[src/sv/sare_pkg.sv]
// ----------------------------------------------------------------------------
// sare_pkg
// Shared types, widths and constants of the sample adaptive rice encoder.
// ----------------------------------------------------------------------------
package sare_pkg;

    localparam int NUM_BANDS  = 256;
    localparam int BAND_W     = $clog2(NUM_BANDS);

    localparam int SAMPLE_W   = 32;
    localparam int BAND_IN_W  = 8;
    localparam int CW_W       = 64;
    localparam int LEN_W      = 7;
    localparam int CNT_W      = 11;
    localparam int ACC_W      = 44;
    localparam int K_W        = 5;
    localparam int K_MAX      = 30;

    localparam int D_W        = 6;
    localparam int UMAX_W     = 6;
    localparam int IEXP_W     = 4;
    localparam int KC_W       = 5;
    localparam int YSTAR_W    = 4;

    localparam int CFG_IDX_W  = 3;
    localparam int CFG_DATA_W = 6;

    // register indexes of the configuration port
    localparam logic [CFG_IDX_W-1:0] REG_DYNAMIC_RANGE  = 3'd0;
    localparam logic [CFG_IDX_W-1:0] REG_UNARY_LIMIT    = 3'd1;
    localparam logic [CFG_IDX_W-1:0] REG_INIT_COUNT_EXP = 3'd2;
    localparam logic [CFG_IDX_W-1:0] REG_ACC_INIT_CONST = 3'd3;
    localparam logic [CFG_IDX_W-1:0] REG_RESCALE_EXP    = 3'd4;

    // reset values and legal ranges
    localparam logic [D_W-1:0]     D_RESET     = 6'd16;
    localparam logic [D_W-1:0]     D_MIN       = 6'd2;
    localparam logic [D_W-1:0]     D_MAX       = 6'd32;
    localparam logic [UMAX_W-1:0]  UMAX_RESET  = 6'd18;
    localparam logic [UMAX_W-1:0]  UMAX_MIN    = 6'd8;
    localparam logic [UMAX_W-1:0]  UMAX_MAX    = 6'd32;
    localparam logic [IEXP_W-1:0]  IEXP_RESET  = 4'd1;
    localparam logic [IEXP_W-1:0]  IEXP_MIN    = 4'd1;
    localparam logic [IEXP_W-1:0]  IEXP_MAX    = 4'd8;
    localparam logic [KC_W-1:0]    KC_RESET    = 5'd3;
    localparam logic [KC_W-1:0]    KC_MAX      = 5'd30;
    localparam logic [YSTAR_W-1:0] YSTAR_RESET = 4'd6;
    localparam logic [YSTAR_W-1:0] YSTAR_MIN   = 4'd4;
    localparam logic [YSTAR_W-1:0] YSTAR_MAX   = 4'd11;

    // statistics arithmetic constants
    localparam int MEAN_MUL       = 49;
    localparam int MEAN_SHIFT     = 7;
    localparam int ACC_INIT_MUL   = 3;
    localparam int ACC_INIT_SHIFT = 6;

    // depth of the two small queues
    localparam int Q_DEPTH = 2;
    localparam int Q_PTR_W = $clog2(Q_DEPTH);

    typedef struct packed {
        logic [D_W-1:0]     d;
        logic [UMAX_W-1:0]  umax;
        logic [IEXP_W-1:0]  iexp;
        logic [KC_W-1:0]    kc;
        logic [YSTAR_W-1:0] ystar;
    } cfg_t;

    typedef struct packed {
        logic [SAMPLE_W-1:0] sample;
        logic [BAND_W-1:0]   band;
        logic                first;
    } item_t;

    typedef struct packed {
        logic [CW_W-1:0]  codeword;
        logic [LEN_W-1:0] code_length;
    } result_t;

    typedef struct packed {
        logic [CNT_W-1:0] cnt;
        logic [ACC_W-1:0] acc;
    } stats_t;

    function automatic logic [CFG_DATA_W-1:0] clamp_u(
        input logic [CFG_DATA_W-1:0] v,
        input logic [CFG_DATA_W-1:0] lo,
        input logic [CFG_DATA_W-1:0] hi
    );
        logic [CFG_DATA_W-1:0] r;
        r = v;
        if (v < lo)
        begin
            r = lo;
        end
        else if (v > hi)
        begin
            r = hi;
        end
        return r;
    endfunction

endpackage

[src/sv/sare_res_queue.sv]
// ----------------------------------------------------------------------------
// sare_res_queue
// Short result queue between the coder and the output port.
// ----------------------------------------------------------------------------
module sare_res_queue (
    input  logic               clk,
    input  logic               rst_n,
    input  logic               wr_en,
    input  sare_pkg::result_t  din,
    output logic               full,
    input  logic               pop,
    output logic               empty,
    output sare_pkg::result_t  dout
);
    import sare_pkg::*;

    result_t             entries [Q_DEPTH];
    logic [Q_PTR_W-1:0]  wr_ptr_reg, wr_ptr_next;
    logic [Q_PTR_W-1:0]  rd_ptr_reg, rd_ptr_next;
    logic [Q_PTR_W:0]    count_reg, count_next;
    logic                do_wr;
    logic                do_rd;

    assign full  = (count_reg == (Q_PTR_W+1)'(Q_DEPTH));
    assign empty = (count_reg == '0);
    assign do_wr = wr_en && !full;
    assign do_rd = pop && !empty;
    assign dout  = entries[rd_ptr_reg];

    always_comb
    begin
        wr_ptr_next = wr_ptr_reg;
        rd_ptr_next = rd_ptr_reg;
        count_next  = count_reg;
        if (do_wr)
        begin
            wr_ptr_next = wr_ptr_reg + 1'b1;
        end
        if (do_rd)
        begin
            rd_ptr_next = rd_ptr_reg + 1'b1;
        end
        if (do_wr && !do_rd)
        begin
            count_next = count_reg + 1'b1;
        end
        else if (do_rd && !do_wr)
        begin
            count_next = count_reg - 1'b1;
        end
    end

    always_ff @(posedge clk or negedge rst_n)
    begin
        if (!rst_n)
        begin
            wr_ptr_reg <= '0;
            rd_ptr_reg <= '0;
            count_reg  <= '0;
        end
        else
        begin
            wr_ptr_reg <= wr_ptr_next;
            rd_ptr_reg <= rd_ptr_next;
            count_reg  <= count_next;
        end
    end

    always_ff @(posedge clk)
    begin
        if (do_wr)
        begin
            entries[wr_ptr_reg] <= din;
        end
    end

endmodule

[config.mk]
export PLATFORM = sky130hd
export DESIGN_NAME = sare_res_queue
export DESIGN_NICKNAME = d
export VERILOG_FILES = /design/src/sv/sare_pkg.sv /design/src/sv/sare_res_queue.sv
export SDC_FILE = /design/constraint.sdc
export NUM_CORES = 1
export LEC_CHECK = 0
export ABC_AREA = 1
export BUFFER_PORTS_ARGS = -buffer_cell sky130_fd_sc_hd__buf_2
export CAP_MARGIN = 30
export CORE_ASPECT_RATIO = 2
export CORE_UTILIZATION = 53
export CTS_CLUSTER_SIZE = 24
export DETAILED_ROUTE_END_ITERATION = 16
export PLACE_DENSITY_LB_ADDON = 0.08
export SYNTH_ARGS = -nofsm -noshare
export SYNTH_HDL_FRONTEND = slang
export SYNTH_SLANG_ARGS = --single-unit
[constraint.sdc]
create_clock -name clk -period 5.7 [get_ports clk]
set_input_delay 0.855 -clock clk [delete_from_list [all_inputs] [get_ports clk]]
set_output_delay 0.855 -clock clk [all_outputs]
set_load 0.02 [all_outputs]
==> impl_metrics.json, run 1 <==
{
  "grt_pass1_wl_um": 16800,
  "fin_area_um2": 7390,
  "antenna_left": 0,
  "io_buffers": 147,
  "antenna_found_initial": 2,
  "layoutNonFillerInstCount": 711,
  "routed_wl_um": 10600,
  "reg2reg_depth": 5,
  "hold_buffers": 0,
  "ys_seq_area_share_pct": 72.4,
  "r2r_slack_ns": 3.45,
  "ys_warn_count": 0,
  "timing.fmax_mhz": 362,
  "cts_setup_buffers": 0,
  "critPathMaxFanout": 72,
  "highest_layer": "met4",
  "multi_input_area_um2": 1440,
  "grt_setup_unrepaired": "no",
  "dp_cells": 677,
  "grt_overflow": 0,
  "max_stage_delay_ns": 0.65,
  "cts_buffer_depth": 2,
  "yosys.area.top_type": "edfxtp_1",
  "syn_area_um2": 6030,
  "cts-htree-levels": 4,
  "finalCriticalPeriod_ns": 2.76,
  "async_flop_share_pct": 2.74,
  "drt_iter0_markers": 178,
  "cp_common_cell": "nand2_1",
  "slew_viol_final": 0,
  "finalSetupTns_ns": 0,
  "num_rows": 54,
  "seqCellArea_um2": 4370,
  "period_share_pct": 48.4,
  "syn-instance-count": 402,
  "root_buffer": "clkbuf_16",
  "io_pins": 148,
  "clk_pin_slew_ns": 0.06,
  "finalHoldWorstSlack_ns": 0.255,
  "dp.final_hpwl_um": 6640,
  "slew_headroom_pct": 36.5,
  "slowest_stage": "buf_4",
  "cp-end-kind": "output pin",
  "dr_wl_met3_um": 514,
  "cp_cell_sequence": "buf_4, nand2_1, nand2_1, buf_2",
  "drt-met1-wl_um": 3870,
  "initial_core_util_pct": 54.7,
  "ir_drop_mv": 0.630,
  "vias": 3352,
  "r2r_start": "count_reg[0]",
  "numCtsBuffers": 17,
  "syn_area_per_cell_um2": 15.0,
  "leakage_nw": 3.28,
  "wl_per_cell_um": 14.9,
  "syn_nets": 478,
  "cts_resized": 0,
  "clock-sinks": 146,
  "worstSetupPathType": "reg2out",
  "grt_pass1_vias": 3473,
  "cts_tree": "done",
  "die_w_um": 77.4,
  "die_h_um": 153,
  "min_path_type": "in2async",
  "startpoint_type": "flip-flop",
  "final-setup-viol-count": 0,
  "final_nets": 632,
  "largest_reg_flops": 142,
  "worstMarginPinSlew_ns": 0.953,
  "placed_area_um2": 6780,
  "coreArea_um2": 11000,
  "status": "completed",
  "synth_top_area_share_pct": 70.7,
  "layout-drive-gt1-share_pct": 45.3,
  "ys_ff_latch": 146,
  "synth_cell_types": 20,
  "final_hold_viol_count": 0,
  "die_area_um2": 11800,
  "met2RoutedLength_um": 5990,
  "reg2reg_to": "entries[0][23]",
  "synth_edf_count": 142,
  "synth_ff_type": "edfxtp_1",
  "powerDensity_nw_per_um2": 570,
  "vias_per_cell": 4.71,
  "max_cap_viol_count": 0,
  "clock_latency_ns": 0.40,
  "arrival_ns": 1.90,
  "startpoint": "rd_ptr_reg",
  "fill_cells": 830,
  "syn2layout_area_growth_pct": 22.6,
  "drt_drc_violations_left": 0,
  "drt_first_pass_iters": 4,
  "cp.required_ns": 4.85,
  "gp_congestion": 0.760,
  "synth_area_leaders": "edfxtp_1, nand2_4, nand2_1",
  "grtUsageTotal_pct": 19.2,
  "finClkSkew_ns": 0.0103,
  "grt_max_degree": 73
}
[report_power, final]
part	total [mW]	leakage [nW]	internal, mW	switching (mW)
Clock	1.11	0.285	0.699	0.409
Sequential	1.60	1.37	1.47	0.120
Combinational	1.51	1.63	0.451	1.06
Total	4.21	3.28	2.62	1.59
[layout make-up]
type,instances,area share [%]
Timing Repair Buffer,150,10.3
Antenna cell,2,0.0677
Tap cell,140,2.37
Clock inverter,13,2.18
Multi-Input combinational cell,233,19.5
Sequential cell,146,59.1
Inverter,8,0.575
Clock buffer,19,5.99
[how the worst max path moves through the flow]
stage | end | slack (ns)
2_1_floorplan | entries[1][0] | 1.30
3_3_place_gp | entries[0][58] | 3.02
3_5_place_dp | entries[0][40] | 2.96
4_1_cts | dout[19] | 2.87
5_1_grt | dout[54] | 2.74
6_report | dout[29] | 2.94
[worst max-delay path, delay by kind of cell, from the launching register on]
kind | cells | cell delay [ns]
buffers and inverters | 2 | 0.82
DFF | 1 | 0.44
and+or+nand+nor | 2 | 0.23
[stage by stage]
stage / worst slack [ns] / utilization [%] / total power [mW]
4_1_cts: 2.87 / 67.1 / 4.27
3_5_place_dp: 2.96 / 61.6 / 3.16
3_3_place_gp: 3.02 / 61.6 / 3.13
2_1_floorplan: 1.30 / - / 2.80
5_1_grt: 2.74 / 67.1 / 4.43
6_report: 2.94 / 67.1 / 4.21
[cells in the final DEF (no fill, tap or decap), types with 2 or more instances in the layout]
cell type	count
edfxtp_1	142
clkbuf_16	17
buf_2	147
o21ai_1	2
clkinv_4	3
diode_2	2
nand2_4	70
nand2_1	152
inv_1	5
clkinv_2	3
bufinv_16	3
nor2_4	2
inv_2	2
clkinvlp_4	4
buf_4	3
dfrtp_1	3
[logic make-up after synthesis]
group / after synthesis / share of synthesized area [%]
simple gates: 229 / 23.3
flops: 146 / 72.4
xor+xnor: 1 / 0.145
compound gates: 2 / 0.166
buf+inv: 23 / 3.84
fa+ha+maj: 1 / 0.207
[metal layers]
layer,vias to the layer above,global-route usage [%]
li1,1663,-
met1,1574,19.6
met2,103,34.8
met3,12,5.31
met4,0,10.2
met5,-,0
[cell usage after synthesis, types with 2 or more instances]
cell type	count
edfxtp_1	142
buf_12	7
buf_2	6
dfrtp_1	4
inv_1	6
nand2_4	70
nand2_1	152
o21ai_1	2
nor2_1	2
No activity file was read; power rests on OpenSTA's default activity.
==> run 2: changes to the inputs <==
--- a/config.mk
+++ b/config.mk
@@ -9,7 +9,7 @@
 export BUFFER_PORTS_ARGS = -buffer_cell sky130_fd_sc_hd__buf_2
 export CAP_MARGIN = 30
 export CORE_ASPECT_RATIO = 2
-export CORE_UTILIZATION = 53
+export CORE_UTILIZATION = 48
 export CTS_CLUSTER_SIZE = 24
 export DETAILED_ROUTE_END_ITERATION = 16
 export PLACE_DENSITY_LB_ADDON = 0.08
==> constraint.sdc (replaced) <==
create_clock -name clk -period 2.4 [get_ports clk]
set_input_delay 0.36 -clock clk [delete_from_list [all_inputs] [get_ports clk]]
set_output_delay 0.36 -clock clk [all_outputs]
set_load 0.02 [all_outputs]
==> run 2 against run 1 <==
Total power up 140%; first-iteration DRC count is 33% lower; register-to-register slack worse by 2.6 ns; critical endpoint is now dout[6]; largest power group unchanged.
==> impl_metrics.json, run 2 (synthesis gave the netlist of run 1 again) <==
{
  "syn2layout_area_growth_pct": 24.3,
  "dp.final_hpwl_um": 7090,
  "worstMarginPinSlew_ns": 0.382,
  "grt_overflow": 0,
  "drt_iter0_markers": 119,
  "vias": 3438,
  "grt_pass1_vias": 3483,
  "cts-htree-levels": 4,
  "final_hold_viol_count": 0,
  "root_buffer": "clkbuf_16",
  "dp_cells": 690,
  "period_share_pct": 88.5,
  "grt_pass1_wl_um": 16600,
  "leakage_nw": 3.32,
  "slew_headroom_pct": 74.5,
  "cts_tree": "done",
  "initial_core_util_pct": 49.4,
  "die_area_um2": 13000,
  "worst_slack_ns": 0.277,
  "max_cap_viol_count": 0,
  "io_pins": 148,
  "cts_setup_buffers": 0,
  "n_antenna_cell": 0,
  "num_rows": 57,
  "final_cell_mix": "nand2_1, buf_2, edfxtp_1",
  "finalSetupTns_ns": 0,
  "finalPower_mw": 10.1,
  "layout-drive-gt1-share_pct": 45.8,
  "final_nets": 639,
  "placed_area_um2": 6900,
  "io_buffers": 147,
  "clock-sinks": 146,
  "fin_area_um2": 7490,
  "finClkSkew_ns": 0.00804,
  "numCtsBuffers": 17,
  "final-setup-viol-count": 0,
  "grt_setup_unrepaired": "no",
  "mostFrequentLayoutCell": "nand2_1",
  "slew_viol_final": 0,
  "timing.fmax_mhz": 471,
  "routed_wl_um": 10700,
  "vias_per_cell": 4.76,
  "ir_drop_mv": 1.37,
  "cts_resized": 0,
  "cp.required_ns": 2.04,
  "wl_per_cell_um": 14.7,
  "clock_latency_ns": 0.41,
  "startpoint_type": "flip-flop",
  "die_w_um": 81.3,
  "drt_drc_violations_left": 0,
  "finish.utilization_pct": 61.4,
  "finalHoldWorstSlack_ns": 0.134,
  "powerDensity_nw_per_um2": 1340,
  "hold_buffers": 1,
  "finalCriticalPeriod_ns": 2.12,
  "grt_max_degree": 73,
  "cp-end-kind": "output pin",
  "worstSetupPathType": "reg2out",
  "critPathMaxFanout": 31,
  "die_h_um": 161,
  "grtUsageTotal_pct": 17.8,
  "cts_buffer_depth": 2,
  "drt_first_pass_iters": 4,
  "status": "completed",
  "antenna_left": 0,
  "antenna_found_initial": 0,
  "coreArea_um2": 12200,
  "layoutNonFillerInstCount": 723,
  "largest_reg_flops": 142,
  "gp_congestion": 0.746,
  "arrival_ns": 1.76,
  "place_ws_ns": 0.682,
  "min_path_type": "in2reg",
  "clk_pin_slew_ns": 0.06
}
## run 2: changes by cell type in the layout (fill, tap and decap cells not counted), sizes merged
cell         previous run  this run
buf                   150       156
bufinv                  3         2
clkbuf                 19        17
clkinv                  6         3
clkinvlp                4         6
diode                   2         0
dlygate4sd3             0         1
inv                     8        12
## run 2: power by group
part / switching [mW] / internal, mW
clock network: 1.00 / 1.54
registers: 0.285 / 3.49
logic: 2.55 / 1.19
total: 3.84 / 6.21
## run 2: worst max-delay path: stages (launching register included)
cell and delay [ns]:
dfrtp_2 0.47, inv_12 0.29, buf_4 0.30, nand2_4 0.05
nand2_1 0.06, buf_2 0.16
## run 2: final timing paths
path / startpoint / to / slack [ns] / depth (start not counted)
min in group asynchronous: rst_n / rd_ptr_reg / 0.31 / 2
worst max register to register: count_reg[0] / entries[0][31] / 0.81 / 5
worst min-delay path: din[10] / entries[1][10] / 0.13 / 1
worst min register to register: wr_ptr_reg / wr_ptr_reg / 0.49 / 2
max in group asynchronous: rst_n / rd_ptr_reg / 1.96 / 2
worst max-delay path: rd_ptr_reg / dout[6] / 0.28 / 5
## run 2: cell type report
| type | count | area [um^2] |
|---|---|---|
| Multi-Input combinational cell | 233 | 1440 |
| Inverter | 8 | 46.3 |
| Tap cell | 147 | 184 |
| Timing Repair Buffer | 157 | 876 |
| Fill cell | 968 | 4700 |
| Clock inverter | 15 | 155 |
| Clock buffer | 17 | 425 |
| Sequential cell | 146 | 4370 |
## run 2: layer usage
layer  GRT usage (%)  routed length, um  vias up  share of wire [%]
li1                -                  -     1675                  -
met1            17.4               3740     1620                 35
met2            31.6               6020      120                 56
met3            6.59                618       23                5.8
met4            9.09                278        0                2.6
met5               0                  0        -                  0
==> run 3: changes to the inputs <==
--- a/config.mk
+++ b/config.mk
@@ -5,11 +5,11 @@
 export SDC_FILE = /design/constraint.sdc
 export NUM_CORES = 1
 export LEC_CHECK = 0
-export ABC_AREA = 1
 export BUFFER_PORTS_ARGS = -buffer_cell sky130_fd_sc_hd__buf_2
 export CAP_MARGIN = 30
 export CORE_ASPECT_RATIO = 2
-export CORE_UTILIZATION = 48
+export CORE_MARGIN = 4
+export CORE_UTILIZATION = 47
 export CTS_CLUSTER_SIZE = 24
 export DETAILED_ROUTE_END_ITERATION = 16
 export PLACE_DENSITY_LB_ADDON = 0.08
==> run 3 against run 2 <==
Worst hold slack better by 0.0082 ns; wire length down 7.3%; critical path depth down 2; total power down 6.6%; register-to-register slack worse by 0.12 ns; sequential share of layout area up 3.0 points; die area up 7.3%; sequential power about the same; fmax down 7.0%; clock power down 6%; highest routed layer unchanged.
==> impl_metrics.json, run 3 <==
{
  "slew_viol_final": 0,
  "dp.final_hpwl_um": 6720,
  "numCtsBuffers": 17,
  "cts-htree-levels": 4,
  "vias": 2752,
  "layout-drive-gt1-share_pct": 61.3,
  "grt_max_degree": 36,
  "initial_core_util_pct": 48.2,
  "cp.required_ns": 2.04,
  "routed_wl_um": 9870,
  "largest_reg_flops": 142,
  "reg2reg_to": "entries[0][37]",
  "antenna_left": 0,
  "grt_pass1_wl_um": 15300,
  "dp_cells": 533,
  "grt_setup_unrepaired": "no",
  "num_rows": 56,
  "period_share_pct": 95.2,
  "cts_tree": "done",
  "syn_nets": 316,
  "wl_per_cell_um": 17.4,
  "hp-start": "din[60]",
  "arrival_ns": 1.92,
  "finalSetupTns_ns": 0,
  "final_hold_viol_count": 0,
  "synth_edf_count": 142,
  "worstSetupPathType": "reg2out",
  "syn-instance-count": 240,
  "ys_seq_area_share_pct": 77.0,
  "ir_drop_mv": 0.744,
  "coreArea_um2": 11800,
  "min_to": "entries[0][60]",
  "mostFrequentLayoutCell": "buf_2",
  "fill_cells": 892,
  "synth_area_leaders": "edfxtp_1, mux2_4, buf_12",
  "timing.fmax_mhz": 438,
  "clock-sinks": 146,
  "io_buffers": 147,
  "root_buffer": "clkbuf_16",
  "syn_area_um2": 5670,
  "die_area_um2": 14000,
  "comb_power_share_pct": 34.6,
  "powerDensity_nw_per_um2": 1320,
  "ys_warn_count": 0,
  "switching_power_mw": 2.96,
  "min_path_type": "in2reg",
  "grt_pass1_vias": 3076,
  "finalHoldWorstSlack_ns": 0.142,
  "n_antenna_cell": 0,
  "pwr-share-seq_pct": 40.1,
  "grtUsageTotal_pct": 14.8,
  "drt_drc_violations_left": 0,
  "clk_pin_slew_ns": 0.06,
  "layoutNonFillerInstCount": 566,
  "clock_latency_ns": 0.40,
  "path_buf_inv": 2,
  "cts_resized": 0,
  "vias_per_cell": 4.86,
  "drt_first_pass_iters": 4,
  "final_nets": 484,
  "slew_headroom_pct": 66.5,
  "leakage_nw": 2.90,
  "grt_overflow": 0,
  "slowest_stage": "dfrtp_4",
  "startpoint_type": "flip-flop",
  "die_w_um": 85.7,
  "die_h_um": 163,
  "p_int_mw": 6.43,
  "r2r_slack_ns": 0.69,
  "drt_iter0_markers": 141,
  "gp_congestion": 0.683,
  "max_stage_delay_ns": 0.75,
  "holdPathStages": 1,
  "clockPowerShare_pct": 25.4,
  "syn_area_per_cell_um2": 23.6,
  "path_delay_family": "flip-flops",
  "finalCriticalPeriod_ns": 2.28,
  "cts_buffer_depth": 2,
  "status": "completed",
  "reg2reg_depth": 4,
  "swShare_pct": 31.5,
  "cp_cell_sequence": "buf_4, mux2_4, buf_2",
  "final_cell_mix": "buf_2, edfxtp_1, mux2_4",
  "synth_cell_types": 15,
  "cp-end-kind": "output pin",
  "max_cap_viol_count": 0,
  "synth_top_area_share_pct": 75.2,
  "synth_ff_type": "edfxtp_1",
  "critPathMaxFanout": 25,
  "antenna_found_initial": 0,
  "yosysMostFrequentCell": "edfxtp_1",
  "worstMarginPinSlew_ns": 0.503,
  "syn2layout_area_growth_pct": 25.8,
  "final-setup-viol-count": 0,
  "synthTopCellsByCount": "edfxtp_1, mux2_4, buf_12",
  "finClkSkew_ns": 0.00901,
  "yosys.area.top_type": "edfxtp_1",
  "ys_ff_latch": 146,
  "io_pins": 148,
  "r2r_start": "count_reg[0]",
  "async_flop_share_pct": 2.74
}
==> run 3: area by class of cell <==
type	instances	area [um^2]	share of cell area (%)
Clock inverter	13	110	1.54
Timing Repair Buffer	157	876	12.3
Tap cell	145	181	2.54
Inverter	2	7.51	0.105
Sequential cell	146	4370	61.2
Multi-Input combinational cell	84	1160	16.3
Clock buffer	19	433	6.07
==> run 3: repair_timing <==
| action | in CTS | in global routing |
|---|---|---|
| hold buffers | 1 | 0 |
| setup buffers | 0 | 0 |
| hold endpoints to repair | 4 | 0 |
==> run 3: kinds of logic after synthesis <==
group | share of synthesized area, %
AO/OA/AOI/OAI | 0.0882
multiplexers | 18.7
buffers and inverters | 2.80
XOR/XNOR | 0.772
AND/OR/NAND/NOR | 0.486
flip-flops | 77.0
adder cells (fa/ha/maj) | 0.221
==> run 3: how the worst max path moves through the flow <==
stage                       from             to  slack [ns]  depth (start not counted)
global placement      rd_ptr_reg       dout[22]        0.51                          3
floorplan           count_reg[0]  entries[0][0]        0.25                          3
global route          rd_ptr_reg       dout[23]        0.03                          3
CTS                   rd_ptr_reg       dout[27]        0.06                          3
finish                rd_ptr_reg       dout[46]        0.12                          3
detailed placement    rd_ptr_reg       dout[23]        0.50                          3
==> run 3: power by group through the flow <==
| stage | clock [mW] | sequential (mW) | combinational (mW) |
|---|---|---|---|
| finish | 2.38 | 3.76 | 3.25 |
| global route | 2.55 | 3.83 | 3.46 |
| CTS | 2.45 | 3.78 | 3.32 |
| detailed placement | 0 | 3.83 | 3.31 |
| global placement | 0 | 3.81 | 3.29 |
| floorplan | 0 | 3.67 | 2.63 |
==> run 3: metrics by stage <==
stage	utilization, %	instance area (um^2)	total power [mW]	worst slack [ns]
after global placement	55.9	6580	7.09	0.514
after global routing	60.6	7140	9.85	0.0260
after CTS	60.6	7140	9.55	0.0557
after floorplan	-	5680	6.30	0.254
final	60.6	7140	9.40	0.116
after detailed placement	55.9	6580	7.14	0.497
==> run 3: metal layers <==
| metal | vias up | global-route usage, % | part of all wire, % |
|---|---|---|---|
| met5 | - | 0 | 0 |
| li1 | 1284 | - | - |
| met4 | 0 | 7.13 | 2.0 |
| met3 | 15 | 4.49 | 6.2 |
| met2 | 104 | 26.1 | 55 |
| met1 | 1349 | 15.8 | 37 |
