File: config.mk
export PLATFORM = sky130hd
export DESIGN_NAME = sare_front
export DESIGN_NICKNAME = d
export VERILOG_FILES = /design/src/sv/sare_pkg.sv /design/src/sv/sare_front.sv
export SDC_FILE = /design/constraint.sdc
export NUM_CORES = 1
export LEC_CHECK = 0
export BUFFER_PORTS_ARGS = -buffer_cell sky130_fd_sc_hd__buf_2
export CORE_ASPECT_RATIO = 1.75
export CORE_MARGIN = 1
export CORE_UTILIZATION = 45
export DETAILED_ROUTE_END_ITERATION = 10
export GPL_ROUTABILITY_DRIVEN = 0
export MAX_ROUTING_LAYER = met4
export PLACE_DENSITY = 0.71
export SYNTH_ARGS = -nofsm -noshare
export SYNTH_HDL_FRONTEND = slang
export SYNTH_SLANG_ARGS = --single-unit
File: constraint.sdc
create_clock -name clk -period 7.2 [get_ports clk]
set_input_delay 0.72 -clock clk [delete_from_list [all_inputs] [get_ports clk]]
set_output_delay 0.72 -clock clk [all_outputs]
set_load 0.02 [all_outputs]
File: src/sv/sare_pkg.sv
// ----------------------------------------------------------------------------
// sare_pkg
// Shared types, widths and constants of the sample adaptive rice encoder.
// ----------------------------------------------------------------------------
package sare_pkg;

    localparam int NUM_BANDS  = 256;
    localparam int BAND_W     = $clog2(NUM_BANDS);

    localparam int SAMPLE_W   = 32;
    localparam int BAND_IN_W  = 8;
    localparam int CW_W       = 64;
    localparam int LEN_W      = 7;
    localparam int CNT_W      = 11;
    localparam int ACC_W      = 44;
    localparam int K_W        = 5;
    localparam int K_MAX      = 30;

    localparam int D_W        = 6;
    localparam int UMAX_W     = 6;
    localparam int IEXP_W     = 4;
    localparam int KC_W       = 5;
    localparam int YSTAR_W    = 4;

    localparam int CFG_IDX_W  = 3;
    localparam int CFG_DATA_W = 6;

    // register indexes of the configuration port
    localparam logic [CFG_IDX_W-1:0] REG_DYNAMIC_RANGE  = 3'd0;
    localparam logic [CFG_IDX_W-1:0] REG_UNARY_LIMIT    = 3'd1;
    localparam logic [CFG_IDX_W-1:0] REG_INIT_COUNT_EXP = 3'd2;
    localparam logic [CFG_IDX_W-1:0] REG_ACC_INIT_CONST = 3'd3;
    localparam logic [CFG_IDX_W-1:0] REG_RESCALE_EXP    = 3'd4;

    // reset values and legal ranges
    localparam logic [D_W-1:0]     D_RESET     = 6'd16;
    localparam logic [D_W-1:0]     D_MIN       = 6'd2;
    localparam logic [D_W-1:0]     D_MAX       = 6'd32;
    localparam logic [UMAX_W-1:0]  UMAX_RESET  = 6'd18;
    localparam logic [UMAX_W-1:0]  UMAX_MIN    = 6'd8;
    localparam logic [UMAX_W-1:0]  UMAX_MAX    = 6'd32;
    localparam logic [IEXP_W-1:0]  IEXP_RESET  = 4'd1;
    localparam logic [IEXP_W-1:0]  IEXP_MIN    = 4'd1;
    localparam logic [IEXP_W-1:0]  IEXP_MAX    = 4'd8;
    localparam logic [KC_W-1:0]    KC_RESET    = 5'd3;
    localparam logic [KC_W-1:0]    KC_MAX      = 5'd30;
    localparam logic [YSTAR_W-1:0] YSTAR_RESET = 4'd6;
    localparam logic [YSTAR_W-1:0] YSTAR_MIN   = 4'd4;
    localparam logic [YSTAR_W-1:0] YSTAR_MAX   = 4'd11;

    // statistics arithmetic constants
    localparam int MEAN_MUL       = 49;
    localparam int MEAN_SHIFT     = 7;
    localparam int ACC_INIT_MUL   = 3;
    localparam int ACC_INIT_SHIFT = 6;

    // depth of the two small queues
    localparam int Q_DEPTH = 2;
    localparam int Q_PTR_W = $clog2(Q_DEPTH);

    typedef struct packed {
        logic [D_W-1:0]     d;
        logic [UMAX_W-1:0]  umax;
        logic [IEXP_W-1:0]  iexp;
        logic [KC_W-1:0]    kc;
        logic [YSTAR_W-1:0] ystar;
    } cfg_t;

    typedef struct packed {
        logic [SAMPLE_W-1:0] sample;
        logic [BAND_W-1:0]   band;
        logic                first;
    } item_t;

    typedef struct packed {
        logic [CW_W-1:0]  codeword;
        logic [LEN_W-1:0] code_length;
    } result_t;

    typedef struct packed {
        logic [CNT_W-1:0] cnt;
        logic [ACC_W-1:0] acc;
    } stats_t;

    function automatic logic [CFG_DATA_W-1:0] clamp_u(
        input logic [CFG_DATA_W-1:0] v,
        input logic [CFG_DATA_W-1:0] lo,
        input logic [CFG_DATA_W-1:0] hi
    );
        logic [CFG_DATA_W-1:0] r;
        r = v;
        if (v < lo)
        begin
            r = lo;
        end
        else if (v > hi)
        begin
            r = hi;
        end
        return r;
    endfunction

endpackage

File: src/sv/sare_front.sv
// ----------------------------------------------------------------------------
// sare_front
// Accepts input words, trims samples to the bit depth and queues them.
// ----------------------------------------------------------------------------
module sare_front (
    input  logic                            clk,
    input  logic                            rst_n,
    input  sare_pkg::cfg_t                  cfg,
    input  logic                            push,
    output logic                            full,
    input  logic [sare_pkg::SAMPLE_W-1:0]   sample,
    input  logic [sare_pkg::BAND_IN_W-1:0]  band,
    input  logic                            first_in_band,
    output sare_pkg::item_t                 item,
    input  logic                            take,
    output logic                            item_valid
);
    import sare_pkg::*;

    item_t               entries [Q_DEPTH];
    logic [Q_PTR_W-1:0]  wr_ptr_reg, wr_ptr_next;
    logic [Q_PTR_W-1:0]  rd_ptr_reg, rd_ptr_next;
    logic [Q_PTR_W:0]    count_reg, count_next;
    logic                wr_en;
    logic                rd_en;
    logic [SAMPLE_W-1:0] smask;
    item_t               in_item;

    assign full       = (count_reg == (Q_PTR_W+1)'(Q_DEPTH));
    assign item_valid = (count_reg != '0);
    assign wr_en      = push && !full;
    assign rd_en      = take && item_valid;
    assign item       = entries[rd_ptr_reg];

    // d is 2..32, so the shift is 0..30
    assign smask = {SAMPLE_W{1'b1}} >> (D_MAX - cfg.d);

    always_comb
    begin
        in_item.sample = sample & smask;
        in_item.band   = band[BAND_W-1:0];
        in_item.first  = first_in_band;
    end

    always_comb
    begin
        wr_ptr_next = wr_ptr_reg;
        rd_ptr_next = rd_ptr_reg;
        count_next  = count_reg;
        if (wr_en)
        begin
            wr_ptr_next = wr_ptr_reg + 1'b1;
        end
        if (rd_en)
        begin
            rd_ptr_next = rd_ptr_reg + 1'b1;
        end
        if (wr_en && !rd_en)
        begin
            count_next = count_reg + 1'b1;
        end
        else if (rd_en && !wr_en)
        begin
            count_next = count_reg - 1'b1;
        end
    end

    always_ff @(posedge clk or negedge rst_n)
    begin
        if (!rst_n)
        begin
            wr_ptr_reg <= '0;
            rd_ptr_reg <= '0;
            count_reg  <= '0;
        end
        else
        begin
            wr_ptr_reg <= wr_ptr_next;
            rd_ptr_reg <= rd_ptr_next;
            count_reg  <= count_next;
        end
    end

    always_ff @(posedge clk)
    begin
        if (wr_en)
        begin
            entries[wr_ptr_reg] <= in_item;
        end
    end

endmodule

==> implementation parameters, run 1 <==
Parameter                              Value

Outcome
  Status    finished with violations
  Violations in the final reports    DRC

Final layout
  Area growth syn-to-layout    22.67%
  Layout fillers    641
  Antenna diode instance count    0
  Final core area utilization    0.5794
  Non-filler cells, final    421
  Fraction of final layout cells with drive strength greater than 1    0.4864
  Flip-flop count of the largest register, all copies and words added    82
  # nets final    402

Synthesis
  Cell accounting for the most synthesized area    edfxtp_1
  Dominant register cell in the synthesized netlist    edfxtp_1
  Netlist Area Pre-Place    3786 um2
  Post-synth top area share    0.6504
  Number of flops mapped to enable cells by yosys    82
  Proportion of register bits with asynchronous set or reset after synthesis    0.04651
  Leading cell types by count after synthesis    82 x edfxtp_1, 41 x mux2_2, 18 x and3_1, 12 x o211a_1, 9 x inv_1
  Distinct cell type count of the synthesized netlist    35
  Syn Area/Cell    16.46 um2
  Total of flip-flops plus latches after synthesis    86
  Post-synthesis net count    306
  Total of warnings raised by yosys    0
  Post-synthesis sequential area ratio    0.6768
  Most used standard cell by instance count after synthesis    edfxtp_1
  Area contributors post-synth    edfxtp_1 65%, mux2_2 12%, o211a_1 3.2%
  Syn Inst Count    230

Power and ir drop
  VDD IR max    0.1759 mV
  Pwr Density    390.7 nW/um2
  Post-layout power    1.815 mW
  Leakage    1.984 nW

Worst setup path
  Endpoint required time on the critical path    6.48 ns
  Beginning of the critical path    rd_ptr_reg
  Critical path endpoint category    primary output
  Kind of critical path    flip-flop to primary output
  Capturing instance or port of the critical path    item[36]
  Largest driver fanout on the critical path    42
  Register-to-register path setup slack    5.26 ns
  Origin of the critical flop-to-flop path    count_reg[0]
  Kind of start point of the critical path    flip-flop
  R2R Path End    entries[0][6]
  Worst path arrival time    1.98 ns
  Worst Reg2Reg Path Length in Cells    4

STA
  Clock period minus final worst setup slack    2.697 ns
  Slew Viols, Final    0
  Slew Limit Headroom    0.3001
  Final-layout setup total negative slack    0 ns
  Setup skew after layout    0.007367 ns
  Endpoints failing hold    0
  Final worst path period share    0.3746
  Transition at the pin with the smallest max-transition slack    1.050 ns
  Max Clk Rate    0.3708 GHz
  RSZ-0062 raised after global routing    no
  Final setup vio count    0
  Hold Worst Slack    0.1848 ns

Clock tree
  Clock latency of the later-clocked register in the worst-skew pair    0.34 ns
  H-tree levels    3
  CTS tree    yes
  Total setup buffers inserted after CTS    0
  Post-cts hold buffer count    0
  CTS sink cnt    86
  Clock root cell    clkbuf_16
  Clk pin slew, worst setup/hold paths    0.06 ns
  Number of buffers between clock root and the deepest sink    2
  Resize count post-CTS    0
  Total CTS buffers    9

Global routing
  Pin count of the biggest net entering global routing    43
  M1 GR Usage    0.1935
  Antenna violations before repair    0
  Global routing usage summed across all routing layers    0.1931
  M2 GR Usage    0.3536
  Aggregate global routing overflow    0
  Number of global-route vias before repair    2396
  Routing layer with the top usage in global route    met2
  Met3 routing resource usage after global routing    0.03097
  Wire length of the first global-routing pass    11720 um

Placed design
  Hpwl dp    5205 um
  Total of buffers placed on input and output ports    93
  Number of instances in the placed design    405

Floorplanning
  Die extent in y    123.3 um
  Die span in x    71.34 um
  IO Count    113
  Starting density of the core    0.4723
  FP Rows    43
  Core area    8016 um2
  Die area    8799 um2

Drt
  Number of nets still failing antenna checks after routing    0
  WL/cell    18.34 um
  DRC violations left    6
  First DRT Iteration DRCs    104
  Overall routed net length    7720 um
  Vias post-DR    2291
  Detailed-router iteration count before antenna repair    7
  Detail-routed via count per cell    5.442

Flow run
  Max-cap violations    0

Worst hold path
  Worst hold path class    input pin to asynchronous set/reset pin
placed cells by master, fill, tap and decap left out, types with 3 or more instances in the layout:
cell	n
and3_1	17
edfxtp_1	82
inv_1	9
dfrtp_1	3
o211a_1	12
ha_1	6
xnor2_1	4
nand2_1	7
o21ai_0	3
buf_2	93
xor2_1	3
and2_1	4
clkbuf_16	9
nor2_1	4
mux2_2	41
final cells by class:
cell class	count	area, um2	share of cell area
multi-input cells	126	1146	0.2468
flip-flops and latches	86	2564	0.5520
inverters	9	33.78	0.007274
clock inverters	5	82.58	0.01778
well taps	90	112.6	0.02425
clock buffers	11	232.7	0.05011
repair buffers	94	473.0	0.1018
worst min path at each step:
stage	from	to	slack (ns)	cells past startpoint
after floorplan	rst_n	count_reg[0]	0.42	0
after global placement	count_reg[1]	count_reg[1]	0.48	1
after detailed placement	count_reg[1]	count_reg[1]	0.49	1
after CTS	rst_n	wr_ptr_reg	0.18	1
after global routing	rst_n	wr_ptr_reg	0.18	1
final	rst_n	count_reg[1]	0.18	1
stage by stage:
step	setup slack, ns	cell area, um2
global route	4.402	4644
detailed placement	4.451	4329
floorplan	4.226	3786
finish	4.503	4644
global placement	4.493	4329
CTS	4.458	4644
power by group:
part	total (mW)	switching [mW]	internal, mW	leakage (nW)
sequential	0.769	0.0784	0.690	0.827
clock	0.488	0.183	0.305	0.154
combinational	0.558	0.324	0.233	1.00
total	1.81	0.586	1.23	1.98
critical path, stage by stage, from the launching register on:
cell and delay [ns]:
dfrtp_2 1.02, mux2_2 0.43, buf_2 0.16
routing by layer:
layer | part of all wire | up-vias | wire [um]
met2 | 0.57 | 63 | 4402
met3 | 0.032 | 14 | 244
met5 | 0 | - | 0
met1 | 0.37 | 1134 | 2892
met4 | 0.024 | 0 | 182
li1 | - | 1080 | -
cells by family after synthesis:
| group | count (synthesis) | share of synthesized area |
|---|---|---|
| and+or+nand+nor | 45 | 0.07568 |
| muxes | 41 | 0.1219 |
| DFF | 86 | 0.6768 |
| adders and majority gates | 6 | 0.01983 |
| xor gates and xnor gates | 8 | 0.02049 |
| AOI/OAI and AO/OA | 26 | 0.06246 |
| buffers and inverters | 18 | 0.02280 |
Note: power is estimated with default switching activity, not from simulation.
==> inputs of run 2 (changes only) <==
--- a/config.mk
+++ b/config.mk
@@ -5,6 +5,7 @@
 export SDC_FILE = /design/constraint.sdc
 export NUM_CORES = 1
 export LEC_CHECK = 0
+export ABC_AREA = 1
 export BUFFER_PORTS_ARGS = -buffer_cell sky130_fd_sc_hd__buf_2
 export CORE_ASPECT_RATIO = 1.75
 export CORE_MARGIN = 1
==> constraint.sdc (replaced) <==
create_clock -name clk -period 2.8 [get_ports clk]
set_input_delay 0.28 -clock clk [delete_from_list [all_inputs] [get_ports clk]]
set_output_delay 0.28 -clock clk [all_outputs]
set_load 0.02 [all_outputs]
==> run 2 against run 1 <==
  * The run now ends clean
  * Global-route usage decreased by 0.31 points
  * Die area rose by 2.6%
  * Critical path depth up 4
  * Sequential share of layout area shrank 1.6 points
  * Synthesized area is 2.6% higher
  * Non-clock buffer count up 4
  * Clock-buffer cell count decreased by 1
  * Critical endpoint is now count_reg[1]
==> implementation parameters, run 2 <==
Parameter                              Value

Worst setup path
  Beginning of the critical path    count_reg[0] (was rd_ptr_reg)
  Worst Reg2Reg Path Length in Cells    6 (was 4)
  Origin of the critical flop-to-flop path    count_reg[0] (unchanged)
  Critical-path cell with the highest stage delay    o21ai_0 (was dfrtp_2)
  Capturing instance or port of the critical path    count_reg[1] (was item[36])
  Library cell appearing most often on the critical path    o21ai_0
  Worst path arrival time    2.22 ns (was 1.98 ns)
  Kind of start point of the critical path    flip-flop (unchanged)
  Largest driver fanout on the critical path    4 (was 42)
  Critical path endpoint category    flip-flop (was primary output)
  Longest individual stage delay on the worst path    0.61 ns (was 1.02 ns)
  R2R Path End    count_reg[1] (was entries[0][6])
  Kind of critical path    flip-flop to flip-flop (was flip-flop to primary output)
  Endpoint required time on the critical path    3.01 ns (was 6.48 ns)
  Cell-by-cell trace of the critical path    o21ai_0 -> inv_1 -> ha_1 -> a21oi_1 -> o21ai_0 -> xor2_1 (was mux2_2 -> buf_2)
  Register-to-register path setup slack    0.79 ns (was 5.26 ns)

STA
  Final worst path period share    0.7182
  Clock period minus final worst setup slack    2.011 ns
  Final-layout setup total negative slack    0 ns (unchanged)
  Max Clk Rate    0.4973 GHz
  Transition at the pin with the smallest max-transition slack    0.7362 ns (was 1.050 ns)
  Setup skew after layout    0.006095 ns (was 0.007367 ns)
  Slew Limit Headroom    0.5040 (was 0.3001)
  RSZ-0062 raised after global routing    no (unchanged)
  Final setup vio count    0 (unchanged)
  Final critical-path setup slack    0.7891 ns (was 4.503 ns)
  Slew Viols, Final    0 (unchanged)
  Endpoints failing hold    0 (unchanged)

Final layout
  Flip-flop count of the largest register, all copies and words added    82 (unchanged)
  Commonest non-fill, non-tap cell in the layout    nand2_1 (was buf_2)
  Area growth syn-to-layout    23.02% (was 22.67%)
  Final std cell area, no fill    4781 um2 (was 4644 um2)
  Multi-input logic area    1151 um2 (was 1146 um2)
  Non-filler cells, final    599 (was 421)
  Antenna diode instance count    0 (unchanged)
  Final core area utilization    0.5751 (was 0.5794)
  Commonest cells after routing, fill and taps aside    165 x nand2_1, 93 x buf_2, 82 x edfxtp_1 (was 93 x buf_2, 82 x edfxtp_1, 41 x mux2_2)
  # nets final    555 (was 402)
  Layout fillers    717 (was 641)
  Fraction of final layout cells with drive strength greater than 1    0.2624 (was 0.4864)
  Sequential cell area    2562 um2 (was 2564 um2)

Outcome
  Status    complete, no violations (was finished with violations)

Placed design
  Hpwl dp    5451 um (was 5205 um)
  Worst setup slack after placement    0.7280 ns (was 4.451 ns)
  Total of buffers placed on input and output ports    93 (unchanged)
  Number of instances in the placed design    582 (was 405)
  Post-detailed-placement cell area    4472 um2 (was 4329 um2)

Clock tree
  Total CTS buffers    9 (unchanged)
  Clock latency of the later-clocked register in the worst-skew pair    0.33 ns (was 0.34 ns)
  Number of buffers between clock root and the deepest sink    2 (unchanged)
  CTS tree    yes (unchanged)
  Total setup buffers inserted after CTS    0 (unchanged)
  Clk pin slew, worst setup/hold paths    0.06 ns (about the same)
  CTS sink cnt    86 (unchanged)
  Clock root cell    clkbuf_16 (unchanged)
  Resize count post-CTS    0 (unchanged)
  H-tree levels    3 (unchanged)

Drt
  Number of nets still failing antenna checks after routing    0 (unchanged)
  Vias post-DR    2826 (was 2291)
  First DRT Iteration DRCs    175 (was 104)
  Detail-routed via count per cell    4.718 (was 5.442)
  DRC violations left    0 (was 6)
  Overall routed net length    7994 um (was 7720 um)
  Detailed-router iteration count before antenna repair    4 (was 7)
  WL/cell    13.35 um (was 18.34 um)

Floorplanning
  FP Rows    44 (was 43)
  Core area    8313 um2 (was 8016 um2)
  IO Count    113 (unchanged)
  Starting density of the core    0.4675 (was 0.4723)
  Die extent in y    124.9 um (was 123.3 um)
  Die area    9027 um2 (was 8799 um2)
  Die span in x    72.25 um (was 71.34 um)

Global routing
  Number of global-route vias before repair    2729 (was 2396)
  Aggregate global routing overflow    0 (unchanged)
  Global routing usage summed across all routing layers    0.1900 (was 0.1931)
  Wire length of the first global-routing pass    12310 um (was 11720 um)
  Pin count of the biggest net entering global routing    43 (unchanged)
  Antenna violations before repair    0 (unchanged)

Synthesis
  Most used standard cell by instance count after synthesis    nand2_1 (was edfxtp_1)
  Post-synthesis sequential area ratio    0.6594 (was 0.6768)
  Syn Area/Cell    10.17 um2 (was 16.46 um2)
  Post-synth top area share    0.6336 (was 0.6504)
  Cell accounting for the most synthesized area    edfxtp_1 (unchanged)
  Total of warnings raised by yosys    0 (unchanged)
  Netlist Area Pre-Place    3886 um2 (was 3786 um2)
  Area contributors post-synth    edfxtp_1 63%, nand2_1 16%, nor2_1 4.4% (was edfxtp_1 65%, mux2_2 12%, o211a_1 3.2%)
  Dominant register cell in the synthesized netlist    edfxtp_1 (unchanged)
  Post-synthesis net count    458 (was 306)
  Leading cell types by count after synthesis    165 x nand2_1, 82 x edfxtp_1, 46 x nor2_1, 29 x inv_1, 17 x nand3_1 (was 82 x edfxtp_1, 41 x mux2_2, 18 x and3_1, 12 x o211a_1, 9 x inv_1)
  Distinct cell type count of the synthesized netlist    23 (was 35)
  Number of flops mapped to enable cells by yosys    82 (unchanged)
  Proportion of register bits with asynchronous set or reset after synthesis    0.04651 (unchanged)
  Syn Inst Count    382 (was 230)
  Total of flip-flops plus latches after synthesis    86 (unchanged)

Power and ir drop
  Pwr Density    984.4 nW/um2 (was 390.7 nW/um2)
  Leakage    2.225 nW (was 1.984 nW)
  VDD IR max    0.4117 mV (was 0.1759 mV)

Worst hold path
  Worst hold path class    input pin to flip-flop (was input pin to asynchronous set/reset pin)

Flow run
  Max-cap violations    0 (unchanged)
run 2: cell count changes after synthesis, moves of 4 or more:
| cell | before | now |
|---|---|---|
| nand2_1 | 7 | 165 |
| mux2_2 | 41 | 0 |
| nor2_1 | 5 | 46 |
| inv_1 | 9 | 29 |
| and3_1 | 18 | 0 |
| nand3_1 | 0 | 17 |
| o211a_1 | 12 | 0 |
| and2_1 | 4 | 0 |
| nand2_4 | 0 | 4 |
run 2: through the flow:
step,total power [mW],hold WS [ns]
floorplan,3.001,-0.01559
global placement,3.555,0.08726
detailed placement,3.590,0.09467
CTS,4.753,0.1261
global route,4.978,0.1246
finish,4.706,0.1368
run 2: worst min path at each step:
stage	start	cells past startpoint	slack [ns]	to
3_3_place_gp	rst_n	1	0.09	count_reg[1]
5_1_grt	band[2]	1	0.12	entries[1][3]
4_1_cts	band[5]	1	0.13	entries[0][6]
3_5_place_dp	rst_n	1	0.09	count_reg[0]
6_report	band[5]	1	0.14	entries[0][6]
2_1_floorplan	rst_n	0	-0.02	count_reg[0]
run 2: critical path, delay by kind of cell (launching register included):
kind | cells | cell delay [ns]
compound gates | 3 | 0.83
flops | 1 | 0.41
fa+ha+maj | 1 | 0.35
xor+xnor | 1 | 0.15
buf+inv | 1 | 0.14
run 2: kinds of logic after synthesis:
family | after synthesis | synth area share
flops | 86 | 0.6594
fa+ha+maj | 6 | 0.01932
xor+xnor | 3 | 0.006762
compound gates | 4 | 0.005795
simple gates | 240 | 0.2605
buf+inv | 43 | 0.04829
run 2: area by class of cell:
| cell class | instances | area share |
|---|---|---|
| Inverter | 31 | 0.02486 |
| Timing Repair Buffer | 98 | 0.1057 |
| Clock inverter | 6 | 0.01466 |
| Multi-Input combinational cell | 253 | 0.2408 |
| Tap cell | 115 | 0.03010 |
| Clock buffer | 10 | 0.04789 |
| Sequential cell | 86 | 0.5360 |
run 2: power breakdown:
group	total [mW]	internal, mW	switching, mW
registers	1.85	1.77	0.0805
logic	1.70	0.481	1.22
clock network	1.16	0.695	0.465
run 2: timing repair:
item	4_1_cts	5_1_grt
endpoints found under the hold margin	4	0
hold buffers	1	0
setup endpoints to repair	0	0
run 2: metal layers:
metal / vias to the layer above / GRT usage / wire (um)
met3: 26 / 0.04835 / 473
met4: 0 / 0.1107 / 326
li1: 1423 / - / -
met2: 117 / 0.3145 / 4090
met1: 1260 / 0.2000 / 3104
met5: - / - / 0
==> inputs of run 3 (changes only) <==
==> constraint.sdc (replaced) <==
create_clock -name clk -period 2 [get_ports clk]
set_input_delay 0.2 -clock clk [delete_from_list [all_inputs] [get_ports clk]]
set_output_delay 0.2 -clock clk [all_outputs]
set_load 0.02 [all_outputs]
==> run 3 against run 2 <==
  * Setup slack got worse by 0.51 ns
  * Die area unchanged
  * Hold slack worse by 0.079 ns
  * Register-to-register slack got worse by 0.37 ns
  * Cell count increased by 0.50%
  * Clock power increased by 35%
  * Non-clock buffer count up 3
  * Core utilization grew 0.53 points
  * Cell area is 0.92% higher
  * Critical path type is now flip-flop to primary output
  * Largest cell class unchanged
==> implementation parameters, run 3 (same netlist as run 2, synthesis figures left out) <==
Parameter                              Value

Outcome
  Status    complete, no violations (unchanged)

Global routing
  Pin count of the biggest net entering global routing    43 (unchanged)
  Antenna violations before repair    0 (unchanged)
  Global routing usage summed across all routing layers    0.1904 (was 0.1900)
  Wire length of the first global-routing pass    12500 um (was 12310 um)
  Aggregate global routing overflow    0 (unchanged)
  Number of global-route vias before repair    2786 (was 2729)

Worst setup path
  Kind of start point of the critical path    flip-flop (unchanged)
  Beginning of the critical path    rd_ptr_reg (was count_reg[0])
  Register-to-register path setup slack    0.42 ns (was 0.79 ns)
  Origin of the critical flop-to-flop path    count_reg[0] (unchanged)
  Capturing instance or port of the critical path    item[20] (was count_reg[1])
  Worst path arrival time    1.52 ns (was 2.22 ns)
  R2R Path End    count_reg[1] (unchanged)
  Largest driver fanout on the critical path    35 (was 4)
  Critical path endpoint category    primary output (was flip-flop)
  Worst Reg2Reg Path Length in Cells    6 (unchanged)
  Kind of critical path    flip-flop to primary output (was flip-flop to flip-flop)
  Endpoint required time on the critical path    1.80 ns (was 3.01 ns)

Placed design
  Total of buffers placed on input and output ports    93 (unchanged)
  Hpwl dp    5417 um (was 5451 um)
  Worst setup slack after placement    0.1489 ns (was 0.7280 ns)

Clock tree
  H-tree levels    3 (unchanged)
  CTS sink cnt    86 (unchanged)
  CTS tree    yes (unchanged)
  Clock root cell    clkbuf_16 (unchanged)
  Total CTS buffers    9 (unchanged)
  Clk pin slew, worst setup/hold paths    0.06 ns (about the same)
  Total setup buffers inserted after CTS    0 (unchanged)
  Clock latency of the later-clocked register in the worst-skew pair    0.33 ns (about the same)
  Post-cts hold buffer count    1 (unchanged)
  Number of buffers between clock root and the deepest sink    2 (unchanged)
  Resize count post-CTS    0 (unchanged)

Final layout
  Commonest non-fill, non-tap cell in the layout    nand2_1 (unchanged)
  Antenna diode instance count    0 (unchanged)
  # nets final    558 (was 555)
  Commonest cells after routing, fill and taps aside    165 x nand2_1, 93 x buf_2, 82 x edfxtp_1 (unchanged)
  Flip-flop count of the largest register, all copies and words added    82 (unchanged)
  Fraction of final layout cells with drive strength greater than 1    0.2608 (was 0.2624)
  Area growth syn-to-layout    24.15% (was 23.02%)

Floorplanning
  Die extent in y    124.9 um (unchanged)
  Starting density of the core    0.4675 (unchanged)
  Die area    9027 um2 (unchanged)
  Core area    8313 um2 (unchanged)
  Die span in x    72.25 um (unchanged)
  FP Rows    44 (unchanged)
  IO Count    113 (unchanged)

Drt
  Detail-routed via count per cell    4.689 (was 4.718)
  First DRT Iteration DRCs    149 (was 175)
  Vias post-DR    2823 (was 2826)
  Number of nets still failing antenna checks after routing    0 (unchanged)
  DRC violations left    0 (unchanged)
  WL/cell    13.11 um (was 13.35 um)
  Detailed-router iteration count before antenna repair    5 (was 4)
  Overall routed net length    7893 um (was 7994 um)

Power and ir drop
  Switching share of power    0.3698 (was 0.3746)
  VDD IR max    0.5363 mV (was 0.4117 mV)
  Internal    4.174 mW (was 2.943 mW)
  Pwr Density    1373 nW/um2 (was 984.4 nW/um2)
  Share of total power in combinational logic    0.374 (was 0.361)
  Leakage    2.251 nW (was 2.225 nW)
  Share of power burned in registers    0.390 (was 0.393)
  Net Switching    2.450 mW (was 1.763 mW)
  Clock network fraction of total power    0.237 (was 0.246)

STA
  Final critical-path setup slack    0.2822 ns (was 0.7891 ns)
  Final setup vio count    0 (unchanged)
  Slew Limit Headroom    0.6986 (was 0.5040)
  Transition at the pin with the smallest max-transition slack    0.4520 ns (was 0.7362 ns)
  RSZ-0062 raised after global routing    no (unchanged)
  Setup skew after layout    0.003099 ns (was 0.006095 ns)
  Final-layout setup total negative slack    0 ns (unchanged)
  Endpoints failing hold    0 (unchanged)
  Final worst path period share    0.8589
  Slew Viols, Final    0 (unchanged)
  Max Clk Rate    0.5821 GHz
  Clock period minus final worst setup slack    1.718 ns

Flow run
  Max-cap violations    0 (unchanged)

Worst hold path
  Worst hold path class    input pin to flip-flop (unchanged)
==> run 3: changes by cell type in the layout (fill, tap and decap cells not counted), sizes merged <==
cell	change
buf	+3
clkinvlp	-2
clkbuf	+1
clkinv	+2
inv	-1
==> run 3: worst min path at each step <==
| stage | endpoint | cells past startpoint | slack (ns) | startpoint |
|---|---|---|---|---|
| after global routing | entries[0][1] | 1 | 0.05 | band[0] |
| after CTS | entries[0][6] | 1 | 0.04 | band[5] |
| after detailed placement | count_reg[0] | 1 | 0.01 | rst_n |
| after floorplan | count_reg[0] | 0 | -0.1 | rst_n |
| final | entries[0][6] | 1 | 0.06 | band[5] |
| after global placement | count_reg[1] | 1 | 0.007 | rst_n |
==> run 3: per-layer routing <==
| metal | GRT usage | part of all wire |
|---|---|---|
| met1 | 0.2164 | 0.40 |
| met2 | 0.3068 | 0.52 |
| met3 | 0.03626 | 0.045 |
| met4 | 0.1119 | 0.035 |
| met5 | - | 0 |
==> run 3: area by class of cell <==
class,count,area (um2)
clock inverter,5,50.05
tap,115,143.9
clock buffer,11,232.7
fill,717,3488
multi-input combinational,253,1151
inverter,31,118.9
timing repair buffer,101,565.5
sequential,86,2562
==> run 3: through the flow <==
step	hold WS (ns)	utilization	power (mW)	instances	cell area, um2
detailed placement	0.01123	0.5452	5.119	585	4532
global placement	0.006563	0.5452	5.062	585	4532
finish	0.05805	0.5804	6.624	602	4825
global route	0.04647	0.5804	7.012	602	4825
CTS	0.04494	0.5804	6.684	602	4825
floorplan	-0.09559	-	4.197	382	3891
==> run 3: worst max-delay path, cell delays in order, from the launching register on <==
cell and delay [ns]:
dfrtp_1 0.35, clkinv_1 0.24, buf_12 0.27, nand2_1 0.07
nand2_1 0.07, buf_2 0.17
==> run 3: power groups by stage <==
stage | Clock, mW | Combinational, mW | Sequential [mW]
2_1_floorplan | 0 | 1.60 | 2.60
3_3_place_gp | 0 | 2.46 | 2.60
3_5_place_dp | 0 | 2.50 | 2.62
4_1_cts | 1.59 | 2.51 | 2.58
5_1_grt | 1.67 | 2.72 | 2.62
6_report | 1.57 | 2.47 | 2.58
